## src/design/lmn_pkg.sv

```systemverilog
// Shared types and codes of the Lamport mutual exclusion node.
// Used by the controller, the datapath, the top level and the checker; depends on nothing.
package lmn_pkg;

   localparam int ID_W     = 4;
   localparam int TIME_W   = 15;
   localparam int OP_W     = 3;
   localparam int ACTION_W = 2;
   localparam int ERR_W    = 3;
   localparam int CSR_IDX_W = 2;

   localparam logic [TIME_W-1:0] CLOCK_MAX = 15'd32767;

   // Input opcodes.
   localparam logic [OP_W-1:0] OP_LOCAL_REQ  = 3'd0;
   localparam logic [OP_W-1:0] OP_LOCAL_REL  = 3'd1;
   localparam logic [OP_W-1:0] OP_RECV_REQ   = 3'd2;
   localparam logic [OP_W-1:0] OP_RECV_REPLY = 3'd3;
   localparam logic [OP_W-1:0] OP_RECV_REL   = 3'd4;
   localparam logic [OP_W-1:0] OP_RECV_OTHER = 3'd5;

   // Result actions.
   localparam logic [ACTION_W-1:0] ACT_NONE      = 2'd0;
   localparam logic [ACTION_W-1:0] ACT_MCAST_REQ = 2'd1;
   localparam logic [ACTION_W-1:0] ACT_REPLY     = 2'd2;
   localparam logic [ACTION_W-1:0] ACT_MCAST_REL = 2'd3;

   // Result error codes.
   localparam logic [ERR_W-1:0] ERR_OK       = 3'd0;
   localparam logic [ERR_W-1:0] ERR_EMPTY    = 3'd1;
   localparam logic [ERR_W-1:0] ERR_NOT_HEAD = 3'd2;
   localparam logic [ERR_W-1:0] ERR_MISMATCH = 3'd3;
   localparam logic [ERR_W-1:0] ERR_FULL     = 3'd4;

   // Configuration register indexes.
   localparam logic [CSR_IDX_W-1:0] CSR_OWN_ID     = 2'd0;
   localparam logic [CSR_IDX_W-1:0] CSR_PEER_COUNT = 2'd1;

   typedef struct packed {
      logic [ID_W-1:0]   node;
      logic [TIME_W-1:0] stamp;
   } entry_type;

   // Commands from the controller to the datapath.
   typedef struct packed {
      logic                latch_in;
      logic                merge;
      logic                tick;
      logic                push_own;
      logic                push_src;
      logic                scan_start;
      logic                pop_read;
      logic                pop_write;
      logic                reply_clr;
      logic                reply_inc;
      logic                wait_set;
      logic                wait_clr;
      logic                set_action;
      logic [ACTION_W-1:0] action;
      logic                set_err;
      logic [ERR_W-1:0]    err;
      logic                set_grant;
      logic                out_load;
   } dp_cmd_type;

   // Status from the datapath to the controller.
   typedef struct packed {
      logic [OP_W-1:0] op;
      logic            empty;
      logic            full;
      logic            waiting;
      logic            reply_ok;
      logic            scan_done;
      logic            head_is_own;
      logic            head_is_src;
   } dp_status_type;

endpackage

```

## src/design/lmn_datapath.sv

```systemverilog
// Datapath of the Lamport mutual exclusion node: Lamport clock, request queue memory
// with a sequential head search, reply counter, configuration and result registers.
// Depends on lmn_pkg.
module lmn_datapath import lmn_pkg::*; #(
   parameter int QUEUE_DEPTH = 16
) (
   input  logic                 clock,
   input  logic                 reset,
   input  dp_cmd_type           cmd,
   output dp_status_type        status,
   input  logic [OP_W-1:0]      req_opcode,
   input  logic [ID_W-1:0]      req_src_id,
   input  logic [TIME_W-1:0]    req_msg_time,
   input  logic                 csr_valid,
   input  logic [CSR_IDX_W-1:0] csr_index,
   input  logic [ID_W-1:0]      csr_data,
   output logic [ACTION_W-1:0]  rsp_action,
   output logic [ID_W-1:0]      rsp_dest_id,
   output logic [TIME_W-1:0]    rsp_stamp,
   output logic                 rsp_granted,
   output logic [ERR_W-1:0]     rsp_error
);

   localparam int IW = $clog2(QUEUE_DEPTH);
   localparam int CW = $clog2(QUEUE_DEPTH + 1);

   function automatic logic [TIME_W-1:0] sat_inc(input logic [TIME_W-1:0] x);
      sat_inc = (x == CLOCK_MAX) ? x : x + TIME_W'(1);
   endfunction

   // Configuration.
   logic [ID_W-1:0] own_id_ff, peer_count_ff;

   // Latched input item.
   logic [OP_W-1:0]   op_ff;
   logic [ID_W-1:0]   src_ff;
   logic [TIME_W-1:0] mt_ff;

   // Node state.
   logic [TIME_W-1:0] clock_ff, clock_in;
   logic [CW-1:0]     count_ff, count_in;
   logic [3:0]        reply_ff, reply_in;
   logic              waiting_ff, waiting_in;

   // Queue memory.
   entry_type         mem [QUEUE_DEPTH];
   entry_type         rdata_ff;
   logic              mem_we;
   logic [IW-1:0]     wr_addr, rd_addr;
   entry_type         wr_data;

   // Head search.
   logic              busy_ff, busy_in;
   logic [IW-1:0]     scan_addr_ff, scan_addr_in;
   logic              cmp_valid_ff;
   logic              cmp_last_ff;
   logic [IW-1:0]     cmp_idx_ff;
   logic              done_ff;
   logic [IW-1:0]     best_idx_ff, best_idx_in;
   entry_type         best_ff, best_in;
   logic [CW-1:0]     last_cnt;
   logic [IW-1:0]     last_idx;
   logic              scan_last;

   // Working result.
   logic [ACTION_W-1:0] action_ff;
   logic [ID_W-1:0]     dest_ff;
   logic [TIME_W-1:0]   stamp_ff;
   logic                granted_ff;
   logic [ERR_W-1:0]    err_ff;

   assign last_cnt  = count_ff - CW'(1);
   assign last_idx  = last_cnt[IW-1:0];
   assign scan_last = (scan_addr_ff == last_idx);

   always_comb begin
      clock_in = clock_ff;
      if (cmd.merge) begin
         clock_in = sat_inc((mt_ff > clock_ff) ? mt_ff : clock_ff);
      end else if (cmd.tick) begin
         clock_in = sat_inc(clock_ff);
      end
   end

   always_comb begin
      mem_we  = 1'b0;
      wr_addr = count_ff[IW-1:0];
      wr_data = '{node: own_id_ff, stamp: clock_in};
      count_in = count_ff;
      if (cmd.push_own) begin
         mem_we   = 1'b1;
         count_in = count_ff + CW'(1);
      end else if (cmd.push_src) begin
         mem_we   = 1'b1;
         wr_data  = '{node: src_ff, stamp: mt_ff};
         count_in = count_ff + CW'(1);
      end else if (cmd.pop_write) begin
         // The last entry moves into the hole left by the head.
         mem_we   = 1'b1;
         wr_addr  = best_idx_ff;
         wr_data  = rdata_ff;
         count_in = last_cnt;
      end
      rd_addr = cmd.pop_read ? last_idx : scan_addr_ff;
   end

   always_comb begin
      reply_in = reply_ff;
      if (cmd.reply_clr) begin
         reply_in = '0;
      end else if (cmd.reply_inc && reply_ff != 4'hF) begin
         reply_in = reply_ff + 4'd1;
      end
      waiting_in = waiting_ff;
      if (cmd.wait_set) begin
         waiting_in = 1'b1;
      end else if (cmd.wait_clr) begin
         waiting_in = 1'b0;
      end
   end

   always_comb begin
      busy_in      = busy_ff;
      scan_addr_in = scan_addr_ff;
      if (cmd.scan_start) begin
         busy_in      = 1'b1;
         scan_addr_in = '0;
      end else if (busy_ff) begin
         if (scan_last) begin
            busy_in = 1'b0;
         end else begin
            scan_addr_in = scan_addr_ff + IW'(1);
         end
      end
      // Strict compare keeps the first of equal entries in storage order.
      best_in     = best_ff;
      best_idx_in = best_idx_ff;
      if (cmp_valid_ff) begin
         if (cmp_idx_ff == '0 || rdata_ff.stamp < best_ff.stamp ||
             (rdata_ff.stamp == best_ff.stamp && rdata_ff.node < best_ff.node)) begin
            best_in     = rdata_ff;
            best_idx_in = cmp_idx_ff;
         end
      end
   end

   always_ff @(posedge clock) begin
      if (mem_we) begin
         mem[wr_addr] <= wr_data;
      end
      rdata_ff <= mem[rd_addr];
   end

   always_ff @(posedge clock) begin
      if (reset) begin
         own_id_ff     <= 4'd1;
         peer_count_ff <= 4'd0;
         clock_ff      <= '0;
         count_ff      <= '0;
         reply_ff      <= '0;
         waiting_ff    <= 1'b0;
         busy_ff       <= 1'b0;
         cmp_valid_ff  <= 1'b0;
         cmp_last_ff   <= 1'b0;
         done_ff       <= 1'b0;
      end else begin
         if (csr_valid && csr_index == CSR_OWN_ID) begin
            own_id_ff <= csr_data;
         end
         if (csr_valid && csr_index == CSR_PEER_COUNT) begin
            peer_count_ff <= csr_data;
         end
         clock_ff     <= clock_in;
         count_ff     <= count_in;
         reply_ff     <= reply_in;
         waiting_ff   <= waiting_in;
         busy_ff      <= busy_in;
         cmp_valid_ff <= busy_ff;
         cmp_last_ff  <= busy_ff && scan_last;
         done_ff      <= cmp_valid_ff && cmp_last_ff;
      end
   end

   always_ff @(posedge clock) begin
      scan_addr_ff <= scan_addr_in;
      cmp_idx_ff   <= scan_addr_ff;
      best_ff      <= best_in;
      best_idx_ff  <= best_idx_in;
      if (cmd.latch_in) begin
         op_ff      <= req_opcode;
         src_ff     <= req_src_id;
         mt_ff      <= req_msg_time;
         action_ff  <= ACT_NONE;
         dest_ff    <= '0;
         stamp_ff   <= '0;
         granted_ff <= 1'b0;
         err_ff     <= ERR_OK;
      end
      if (cmd.set_action) begin
         action_ff <= cmd.action;
         stamp_ff  <= clock_in;
         dest_ff   <= (cmd.action == ACT_REPLY) ? src_ff : '0;
      end
      if (cmd.set_err) begin
         err_ff <= cmd.err;
      end
      if (cmd.set_grant) begin
         granted_ff <= 1'b1;
      end
      if (cmd.out_load) begin
         rsp_action  <= action_ff;
         rsp_dest_id <= dest_ff;
         rsp_stamp   <= stamp_ff;
         rsp_granted <= granted_ff;
         rsp_error   <= err_ff;
      end
   end

   assign status.op          = op_ff;
   assign status.empty       = (count_ff == '0);
   assign status.full        = (count_ff >= CW'(QUEUE_DEPTH));
   assign status.waiting     = waiting_ff;
   assign status.reply_ok    = (reply_ff >= peer_count_ff);
   assign status.scan_done   = done_ff;
   assign status.head_is_own = (best_ff.node == own_id_ff);
   assign status.head_is_src = (best_ff.node == src_ff);

endmodule

```

## src/design/lmn_ctrl.sv

```systemverilog
// Controller of the Lamport mutual exclusion node: sequences each event through
// the datapath and owns the input and result handshakes. Depends on lmn_pkg.
module lmn_ctrl import lmn_pkg::*; (
   input  logic          clock,
   input  logic          reset,
   input  logic          req_valid,
   output logic          req_ready,
   output logic          rsp_valid,
   input  logic          rsp_ready,
   input  dp_status_type status,
   output dp_cmd_type    cmd
);

   typedef enum logic [3:0] {
      S_IDLE,
      S_EXEC,
      S_RREQ_TICK,
      S_LREL_SCAN,
      S_LREL_POP,
      S_RREL_SCAN,
      S_RREL_POP,
      S_GCHK,
      S_GSCAN,
      S_DONE
   } state_type;

   state_type state_ff, state_in;
   logic      rsp_valid_ff, rsp_valid_in;

   always_comb begin
      cmd      = '0;
      state_in = state_ff;
      case (state_ff)
         S_IDLE: begin
            if (req_valid) begin
               cmd.latch_in = 1'b1;
               state_in     = S_EXEC;
            end
         end
         S_EXEC: begin
            case (status.op)
               OP_LOCAL_REQ: begin
                  if (status.full) begin
                     // A refused request can still see a grant that is now due.
                     cmd.set_err = 1'b1;
                     cmd.err     = ERR_FULL;
                     state_in    = S_GCHK;
                  end else begin
                     cmd.tick       = 1'b1;
                     cmd.set_action = 1'b1;
                     cmd.action     = ACT_MCAST_REQ;
                     cmd.push_own   = 1'b1;
                     cmd.reply_clr  = 1'b1;
                     cmd.wait_set   = 1'b1;
                     state_in       = S_GCHK;
                  end
               end
               OP_LOCAL_REL: begin
                  if (status.empty) begin
                     cmd.set_err = 1'b1;
                     cmd.err     = ERR_EMPTY;
                     state_in    = S_DONE;
                  end else begin
                     cmd.scan_start = 1'b1;
                     state_in       = S_LREL_SCAN;
                  end
               end
               OP_RECV_REQ: begin
                  cmd.merge = 1'b1;
                  if (status.full) begin
                     cmd.set_err = 1'b1;
                     cmd.err     = ERR_FULL;
                     state_in    = S_GCHK;
                  end else begin
                     cmd.push_src = 1'b1;
                     state_in     = S_RREQ_TICK;
                  end
               end
               OP_RECV_REPLY: begin
                  cmd.merge     = 1'b1;
                  cmd.reply_inc = 1'b1;
                  state_in      = S_GCHK;
               end
               OP_RECV_REL: begin
                  cmd.merge = 1'b1;
                  if (status.empty) begin
                     cmd.set_err = 1'b1;
                     cmd.err     = ERR_EMPTY;
                     state_in    = S_GCHK;
                  end else begin
                     cmd.scan_start = 1'b1;
                     state_in       = S_RREL_SCAN;
                  end
               end
               OP_RECV_OTHER: begin
                  cmd.merge = 1'b1;
                  state_in  = S_GCHK;
               end
               default: begin
                  state_in = S_DONE;
               end
            endcase
         end
         S_RREQ_TICK: begin
            cmd.tick       = 1'b1;
            cmd.set_action = 1'b1;
            cmd.action     = ACT_REPLY;
            state_in       = S_GCHK;
         end
         S_LREL_SCAN: begin
            if (status.scan_done) begin
               if (status.head_is_own) begin
                  cmd.pop_read = 1'b1;
                  state_in     = S_LREL_POP;
               end else begin
                  cmd.set_err = 1'b1;
                  cmd.err     = ERR_NOT_HEAD;
                  state_in    = S_DONE;
               end
            end
         end
         S_LREL_POP: begin
            cmd.pop_write  = 1'b1;
            cmd.tick       = 1'b1;
            cmd.set_action = 1'b1;
            cmd.action     = ACT_MCAST_REL;
            cmd.wait_clr   = 1'b1;
            state_in       = S_DONE;
         end
         S_RREL_SCAN: begin
            if (status.scan_done) begin
               if (status.head_is_src) begin
                  cmd.pop_read = 1'b1;
                  state_in     = S_RREL_POP;
               end else begin
                  cmd.set_err = 1'b1;
                  cmd.err     = ERR_MISMATCH;
                  state_in    = S_GCHK;
               end
            end
         end
         S_RREL_POP: begin
            cmd.pop_write = 1'b1;
            state_in      = S_GCHK;
         end
         S_GCHK: begin
            // The head is searched again only when a grant is possible.
            if (status.waiting && status.reply_ok && !status.empty) begin
               cmd.scan_start = 1'b1;
               state_in       = S_GSCAN;
            end else begin
               state_in = S_DONE;
            end
         end
         S_GSCAN: begin
            if (status.scan_done) begin
               if (status.head_is_own) begin
                  cmd.set_grant = 1'b1;
                  cmd.wait_clr  = 1'b1;
               end
               state_in = S_DONE;
            end
         end
         S_DONE: begin
            if (!rsp_valid_ff || rsp_ready) begin
               cmd.out_load = 1'b1;
               state_in     = S_IDLE;
            end
         end
         default: begin
            state_in = S_IDLE;
         end
      endcase
   end

   always_comb begin
      rsp_valid_in = rsp_valid_ff;
      if (cmd.out_load) begin
         rsp_valid_in = 1'b1;
      end else if (rsp_ready) begin
         rsp_valid_in = 1'b0;
      end
   end

   always_ff @(posedge clock) begin
      if (reset) begin
         state_ff     <= S_IDLE;
         rsp_valid_ff <= 1'b0;
      end else begin
         state_ff     <= state_in;
         rsp_valid_ff <= rsp_valid_in;
      end
   end

   assign req_ready = (state_ff == S_IDLE);
   assign rsp_valid = rsp_valid_ff;

endmodule

```

## src/design/lamport_mutex_node.sv

```systemverilog
// An event is executed, checked for a grant where needed, and its result loaded;
// each head search over the queued entries adds a scan, and a remote release may need two.
// Throughput: one event at a time, taken the cycle after the previous result is loaded.
// A finished result waits in the output register while the next event is taken.
// Reset: synchronous, active high; clears clock, queue count, reply count, waiting flag
// and the handshakes, and sets own_id to 1 and peer_count to 0.
module lamport_mutex_node import lmn_pkg::*; #(
   parameter int QUEUE_DEPTH = 16
) (
   input  logic                 clock,
   input  logic                 reset,
   input  logic                 req_valid,
   output logic                 req_ready,
   input  logic [OP_W-1:0]      req_opcode,
   input  logic [ID_W-1:0]      req_src_id,
   input  logic [TIME_W-1:0]    req_msg_time,
   output logic                 rsp_valid,
   input  logic                 rsp_ready,
   output logic [ACTION_W-1:0]  rsp_action,
   output logic [ID_W-1:0]      rsp_dest_id,
   output logic [TIME_W-1:0]    rsp_stamp,
   output logic                 rsp_granted,
   output logic [ERR_W-1:0]     rsp_error,
   input  logic                 csr_valid,
   output logic                 csr_ready,
   input  logic [CSR_IDX_W-1:0] csr_index,
   input  logic [ID_W-1:0]      csr_data
);

   dp_cmd_type    cmd;
   dp_status_type status;

   // Configuration writes are always taken.
   assign csr_ready = 1'b1;

   lmn_ctrl u_ctrl (
      .clock     (clock),
      .reset     (reset),
      .req_valid (req_valid),
      .req_ready (req_ready),
      .rsp_valid (rsp_valid),
      .rsp_ready (rsp_ready),
      .status    (status),
      .cmd       (cmd)
   );

   lmn_datapath #(
      .QUEUE_DEPTH (QUEUE_DEPTH)
   ) u_datapath (
      .clock        (clock),
      .reset        (reset),
      .cmd          (cmd),
      .status       (status),
      .req_opcode   (req_opcode),
      .req_src_id   (req_src_id),
      .req_msg_time (req_msg_time),
      .csr_valid    (csr_valid),
      .csr_index    (csr_index),
      .csr_data     (csr_data),
      .rsp_action   (rsp_action),
      .rsp_dest_id  (rsp_dest_id),
      .rsp_stamp    (rsp_stamp),
      .rsp_granted  (rsp_granted),
      .rsp_error    (rsp_error)
   );

endmodule

```

## config.mk

```make
export PLATFORM = sky130hd
export DESIGN_NAME = lamport_mutex_node
export DESIGN_NICKNAME = d
export VERILOG_FILES = /design/src/design/lmn_pkg.sv /design/src/design/lmn_datapath.sv /design/src/design/lmn_ctrl.sv /design/src/design/lamport_mutex_node.sv
export SDC_FILE = /design/constraint.sdc
export NUM_CORES = 1
export LEC_CHECK = 0
export ABC_AREA = 0
export BUFFER_PORTS_ARGS = -buffer_cell sky130_fd_sc_hd__buf_2
export CORE_MARGIN = 10
export CORE_UTILIZATION = 55
export DETAILED_ROUTE_END_ITERATION = 8
export GPL_TIMING_DRIVEN = 0
export HOLD_SLACK_MARGIN = 0.15
export PLACE_DENSITY = 0.72
export SETUP_SLACK_MARGIN = 0.5
export SLEW_MARGIN = 20
export SYNTH_ARGS = -nofsm -noshare
export SYNTH_HDL_FRONTEND = slang
export SYNTH_SLANG_ARGS = --single-unit
```

## constraint.sdc

```tcl
create_clock -name clock -period 5.75 [get_ports clock]
set_input_delay 0.8625 -clock clock [delete_from_list [all_inputs] [get_ports clock]]
set_output_delay 0.8625 -clock clock [all_outputs]
set_load 0.05 [all_outputs]
```

==> After elaboration in Yosys (flattened, before gate mapping) <==
Memories as Yosys holds them, arrays and structs flattened. A register that Yosys moved wholly into a read port is not among the register bits.
Index checks and enable logic that the tools add are counted.
{ "totals": {"latchBits": 0, "n_memories": 1, "ff_bits": 145, "ramBits": 304, "output_inout_bits": 28, "rom_bits": 0, "wordCells": 192} }
{ "memory_table": {"columns": ["memory", "words", "word_bits", "read_ports", "rd_ports_with_merged_regs", "wr", "line_no", "rtl"], "rows": [
  ["u_datapath.mem", 16, 19, 1, 1, 1, "lmn_datapath.sv:46", "entry_type mem [QUEUE_DEPTH];"]
]} }
{ "classes": {"div": 0, "n_eq_ne": 28, "mux": 87, "n_mul": 0, "reduce_logical": 34, "n_lt_le_gt_ge": 5, "n_bitwise": 1, "add_sub_neg": 6, "shifts": 0} }
{ "ops": {"columns": ["operator", "count"], "rows": [
  ["15-bit two-way mux", 7],
  ["4-bit two-way mux", 20],
  ["19-bit two-way mux", 3],
  ["4-bit case mux with 9 select lines", 1],
  ["1-bit two-way mux", 33],
  ["15-bit by 1-bit adder with 15-bit output (second input constant)", 2],
  ["15-bit == test (second input constant)", 2],
  ["3-bit two-way mux", 6],
  ["4-bit by 3-bit == test with 1-bit output (second input constant)", 4],
  ["4-bit case mux with 4 select lines", 1],
  ["15-bit == test", 1],
  ["15-bit > comparator", 1],
  ["15-bit less-than comparator", 1],
  ["5-bit two-way mux", 3],
  ["4-bit == test", 3],
  ["2-bit two-way mux", 6],
  ["4-bit case mux with 3 select lines", 1],
  ["2-bit OR reduction", 6],
  ["3-bit case mux with 3 select lines", 1],
  ["4-bit by 1-bit adder with 4-bit output (second input constant)", 2],
  ["4-bit by 2-bit == test with 1-bit output (second input constant)", 2],
  ["4-bit == test (second input constant)", 2],
  ["1-bit logical AND", 8],
  ["4-bit zero test", 2],
  ["28 further kinds", 43]
]} }

==> Longest topological paths before layout <==
{ "logic_depth": {"word_depth": 9, "depth_mapped": 21, "depth_no_buf": 17} }

==> By module <==
Synthesis repeated with hierarchy kept, for this count alone.
{ "unflattened": {"cells_unflattened": 1386, "area_unflattened_um2": 20268.2} }
{ "modules_own_cells": {"columns": ["module", "area_per_inst_um2", "n_inst", "cells_each", "seq_area_each_um2"], "rows": [
  ["lmn_datapath", 19500.0, 1, 1271, 13252.7],
  ["lmn_ctrl", 757.0, 1, 113, 100.1],
  ["lamport_mutex_node", 11.3, 1, 2, 0.0]
]} }

==> Worst setup path after synthesis <==
No wires, ideal clock.
{ "synth_path": {"kind": "reg2reg", "from": "register u_datapath.clock_ff[12]", "to": "memory u_datapath.mem[0][3] (netlist name), data pin", "path_stages_with_launch": 22, "t_arrival_ns": 4.849, "path_slack_ns": 0.561, "required_ns": 5.409, "period_less_slack_ns": 5.189, "cell_sequence": "dfxtp_1 clkbuf_1 inv_1 ha_1 nand4_1 nor3_1 o31ai_1 a21oi_1 buf_2 clkbuf_1 nand2_1 o21ai_0 ha_1 inv_1 nor3_1 nand2_1 nor3_1 mux2_2 clkbuf_1 nor3_1 o311a_1 o31ai_1"} }
{ "synth_rtl": {"columns": ["element", "line_no", "rtl"], "rows": [
  ["start: declaration", "lmn_datapath.sv:40", "logic [TIME_W-1:0] clock_ff, clock_in;"],
  ["start signal: assignment", "lmn_datapath.sv:173", "clock_ff <= clock_in;"],
  ["end: declaration", "lmn_datapath.sv:46", null]
]} }

==> impl_metrics.csv <==
group,metric,value,unit
setup_path,critical_path_class,"flop to flop",
floorplan,coreArea,35700,sq um
min_path,hp-class,"flop to flop",
logic_synthesis,synth_top_cell_area_share,59.6,%
detailed_routing,viasPerCell,5.98,
sta,worstMarginPinSlew,1.05,ns
power,total_power,12000,uW
detailed_routing,route.detailed.drc,0,
logic_synthesis,synth_edf_count,398,
floorplan,die_w,211,um
logic_synthesis,synth_seq_area_share,66.6,%
logic_synthesis,synth_cells,1454,
sta,hold_ws,0.415,ns
detailed_routing,wl_per_cell,22.0,um
detailed_routing,postRouteAntennaNets,0,
setup_path,cp-start-kind,"flop",
sta,rsz0062_at_grt,"false",
placed_design,numPortBuffers,59,
clock_tree,insertion_delay,0.60,ns
sta,clock_skew,0.0476,ns
finish,area.growth.synth_to_final,14.2,%
placed_design,gp_congestion,0.874,
clock_tree,cts_tree,"yes",
logic_synthesis,synth.area.top_cells,"edfxtp_1 (60%), mux2i_1 (8.9%), dfxtp_1 (7.0%)",
sta,setup_viol,0,
setup_path,worst_ep_arrival_time,5.47,ns
sta,hold_viol,0,
clock_tree,cts-buffers-inserted,48,
logic_synthesis,yosysTopAreaCell,"edfxtp_1",
sta,max_freq,0.199,GHz
floorplan,io_pins,61,
floorplan,initial_core_util,56.1,%
global_routing,antenna_found_initial,1,
clock_tree,cts_hold_buf,0,
placed_design,dp_hpwl,32800,um
logic_synthesis,synth_top_flop_cell,"edfxtp_1",
run_status,outcome,"finished clean",
power,power.density,525,nW/um^2
finish,diodes,0,
floorplan,die_h,211,um
logic_synthesis,ys_warn_count,0,
global_routing,grt_pass1_vias,12464,
logic_synthesis,synth_nets,1530,
setup_path,crit_fanout,14,
detailed_routing,vias,12482,
detailed_routing,routed_wl,45900,um
global_routing,grt_max_degree,26,
sta,slew_violations,0,
clock_tree,cts_num_sinks,468,
finish,nets,1661,
sta,setup_tns,0,ns
clock_tree,htree_levels,2,
clock_tree,clockBufferDepth,3,
finish,drive_above_1_share,15.1,%
logic_synthesis,ys_ff_latch,468,
setup_path,cp.required,6.19,ns
logic_synthesis,async_flop_share,0,%
global_routing,grt_pass1_wl,71000,um
sta,finalCriticalPeriod,5.03,ns
detailed_routing,drt_iter0_markers,1027,
power,p_leak,0.00790,uW
clock_tree,cts-root-buf,"clkbuf_16",
power,peakVddDrop,294,uV
flow_run,cap_violations,0,
floorplan,die_area,44500,sq um
logic_synthesis,synth.avg_cell_area,13.8,sq um
detailed_routing,drt_first_pass_iters,7,
logic_synthesis,yosysUniqueCellTypes,66,
floorplan,core.rowCount,69,
global_routing,grt.overflow.total,0,
setup_path,critPathCaptureType,"flop",
logic_synthesis,synth_area,20000,sq um
sta,period_share,87.4,%
sta,max_slew_margin,29.8,%
global_routing,track_usage,20.6,%
clock_tree,clk_pin_slew,0.06,ns
## critical path: stages, from the launching register on
cell,delay (ns)
dfxtp_1,0.30
clkbuf_2,0.20
inv_1,0.08
ha_1,0.32
a21oi_1,0.12
o21ai_0,0.14
nor4_2,0.47
a21oi_2,0.14
buf_4,0.21
clkbuf_2,0.22
o21ai_1,0.25
ha_1,0.24
inv_1,0.10
nor3_4,0.20
nand2_1,0.16
nor3_1,0.21
mux2_2,0.25
buf_2,0.27
nor3_1,0.08
o311a_1,0.35
o31ai_4,0.33
buf_4,0.26
## per-layer routing
layer	share of wire [%]	global-route usage [%]
met4	2.6	7.59
met5	0.037	0
met3	6.3	3.50
met1	42	26.4
met2	49	34.6
## state kept, by name, indices dropped and copies added, names as in the netlist, 4 cells and up
signal / count
u_ctrl.state_ff: 4
u_datapath.best_ff: 19
u_datapath.best_idx_ff: 4
u_datapath.clock_ff: 15
u_datapath.cmp_idx_ff: 4
u_datapath.count_ff: 5
u_datapath.dest_ff: 4
u_datapath.mem: 304
u_datapath.mt_ff: 15
u_datapath.own_id_ff: 4
u_datapath.peer_count_ff: 4
u_datapath.rdata_ff: 19
u_datapath.reply_ff: 4
u_datapath.rsp_dest_id: 4
u_datapath.rsp_stamp: 15
u_datapath.scan_addr_ff: 4
u_datapath.src_ff: 4
u_datapath.stamp_ff: 15
## logic make-up (layout without fill, tap and decap cells)
family | Yosys count | after routing | share of synthesized area [%]
DFF | 468 | 468 | 66.6
and+or+nand+nor | 337 | 337 | 8.45
AOI/OAI and AO/OA | 250 | 250 | 8.18
muxes | 185 | 185 | 9.28
buffers and inverters | 121 | 292 | 2.63
xor gates and xnor gates | 49 | 49 | 2.14
adders and majority gates | 43 | 43 | 2.68
other | 1 | 1 | 0.0187
## metrics by stage
stage,utilization (%),setup slack (ns),area (sq um),cells
6_report,64.1,0.723,22900,2086
5_1_grt,64.1,0.476,22900,2086
4_1_cts,63.9,0.526,22800,2085
3_5_place_dp,59.4,-0.391,21200,1995
3_3_place_gp,58.5,-1.51,20900,1974
2_1_floorplan,-,0.561,20000,1454
## final cells by class
cell class,count,area (sq um)
fillers,2641,12800
plain buffers,69,345
clock inverters,20,158
multi-input cells,865,6350
inverters,52,196
well taps,461,577
repair buffers,81,528
clock buffers,70,1390
flip-flops and latches,468,13400
## synth_stat cells, drive strengths merged (3+ instances only)
master,count
xor2,16
inv,50
o211ai,5
a22oi,14
dfxtp,70
a222oi,3
a311oi,5
a31oi,8
a211oi,9
nor4,9
edfxtp,398
or4,23
nor2b,10
clkbuf,41
xnor2,33
ha,43
nor3,40
o22ai,80
a2111oi,3
o221ai,7
mux2,7
nand3b,4
and2,12
o21ai,23
nand3,17
and3,4
nand2,65
a21oi,56
or2,3
nand2b,12
nor2,101
o21a,6
o31ai,7
or3,10
mux2i,178
nand4,17
a21o,7
buf,28
## where the power goes
group          internal, uW  switching, uW
logic                  1300           2670
registers              4750            318
clock network          1700           1300
total                  7740           4290
## placed cells by master (no fill, tap or decap), drive strengths merged, types with 10 or more instances in the layout
master | netlist | final
edfxtp | 398 | 398
buf | 28 | 109
nor2 | 101 | 101
dfxtp | 70 | 70
xnor2 | 33 | 33
clkinv | 2 | 16
ha | 43 | 43
nand3 | 17 | 17
nand2 | 65 | 65
a21oi | 56 | 56
xor2 | 16 | 16
clkbuf | 41 | 111
or3 | 10 | 10
o22ai | 80 | 80
nand2b | 12 | 12
and2 | 12 | 12
nor2b | 10 | 10
nand4 | 17 | 17
mux2i | 178 | 178
o21ai | 23 | 23
or4 | 23 | 23
a22oi | 14 | 14
nor3 | 40 | 40
inv | 50 | 52
## final timing paths
path / from / endpoint / slack [ns] / cells past startpoint
worst min-delay path: u_datapath.scan_addr_ff[1] / u_datapath.cmp_idx_ff[1] / 0.41 / 0
worst max register to register: u_datapath.clock_ff[12] / u_datapath.mem[4][3] / 0.72 / 21
worst max-delay path: u_datapath.clock_ff[12] / u_datapath.mem[4][3] / 0.72 / 21
worst min register to register: u_datapath.scan_addr_ff[1] / u_datapath.cmp_idx_ff[1] / 0.41 / 0
## what timing repair did
item	in CTS	in global routing
resized for setup	16	10
setup buffers	0	1
setup endpoints to repair	235	125
endpoints found under the hold margin	0	0
pin swaps	0	4
No activity file was read; power rests on OpenSTA's default activity.
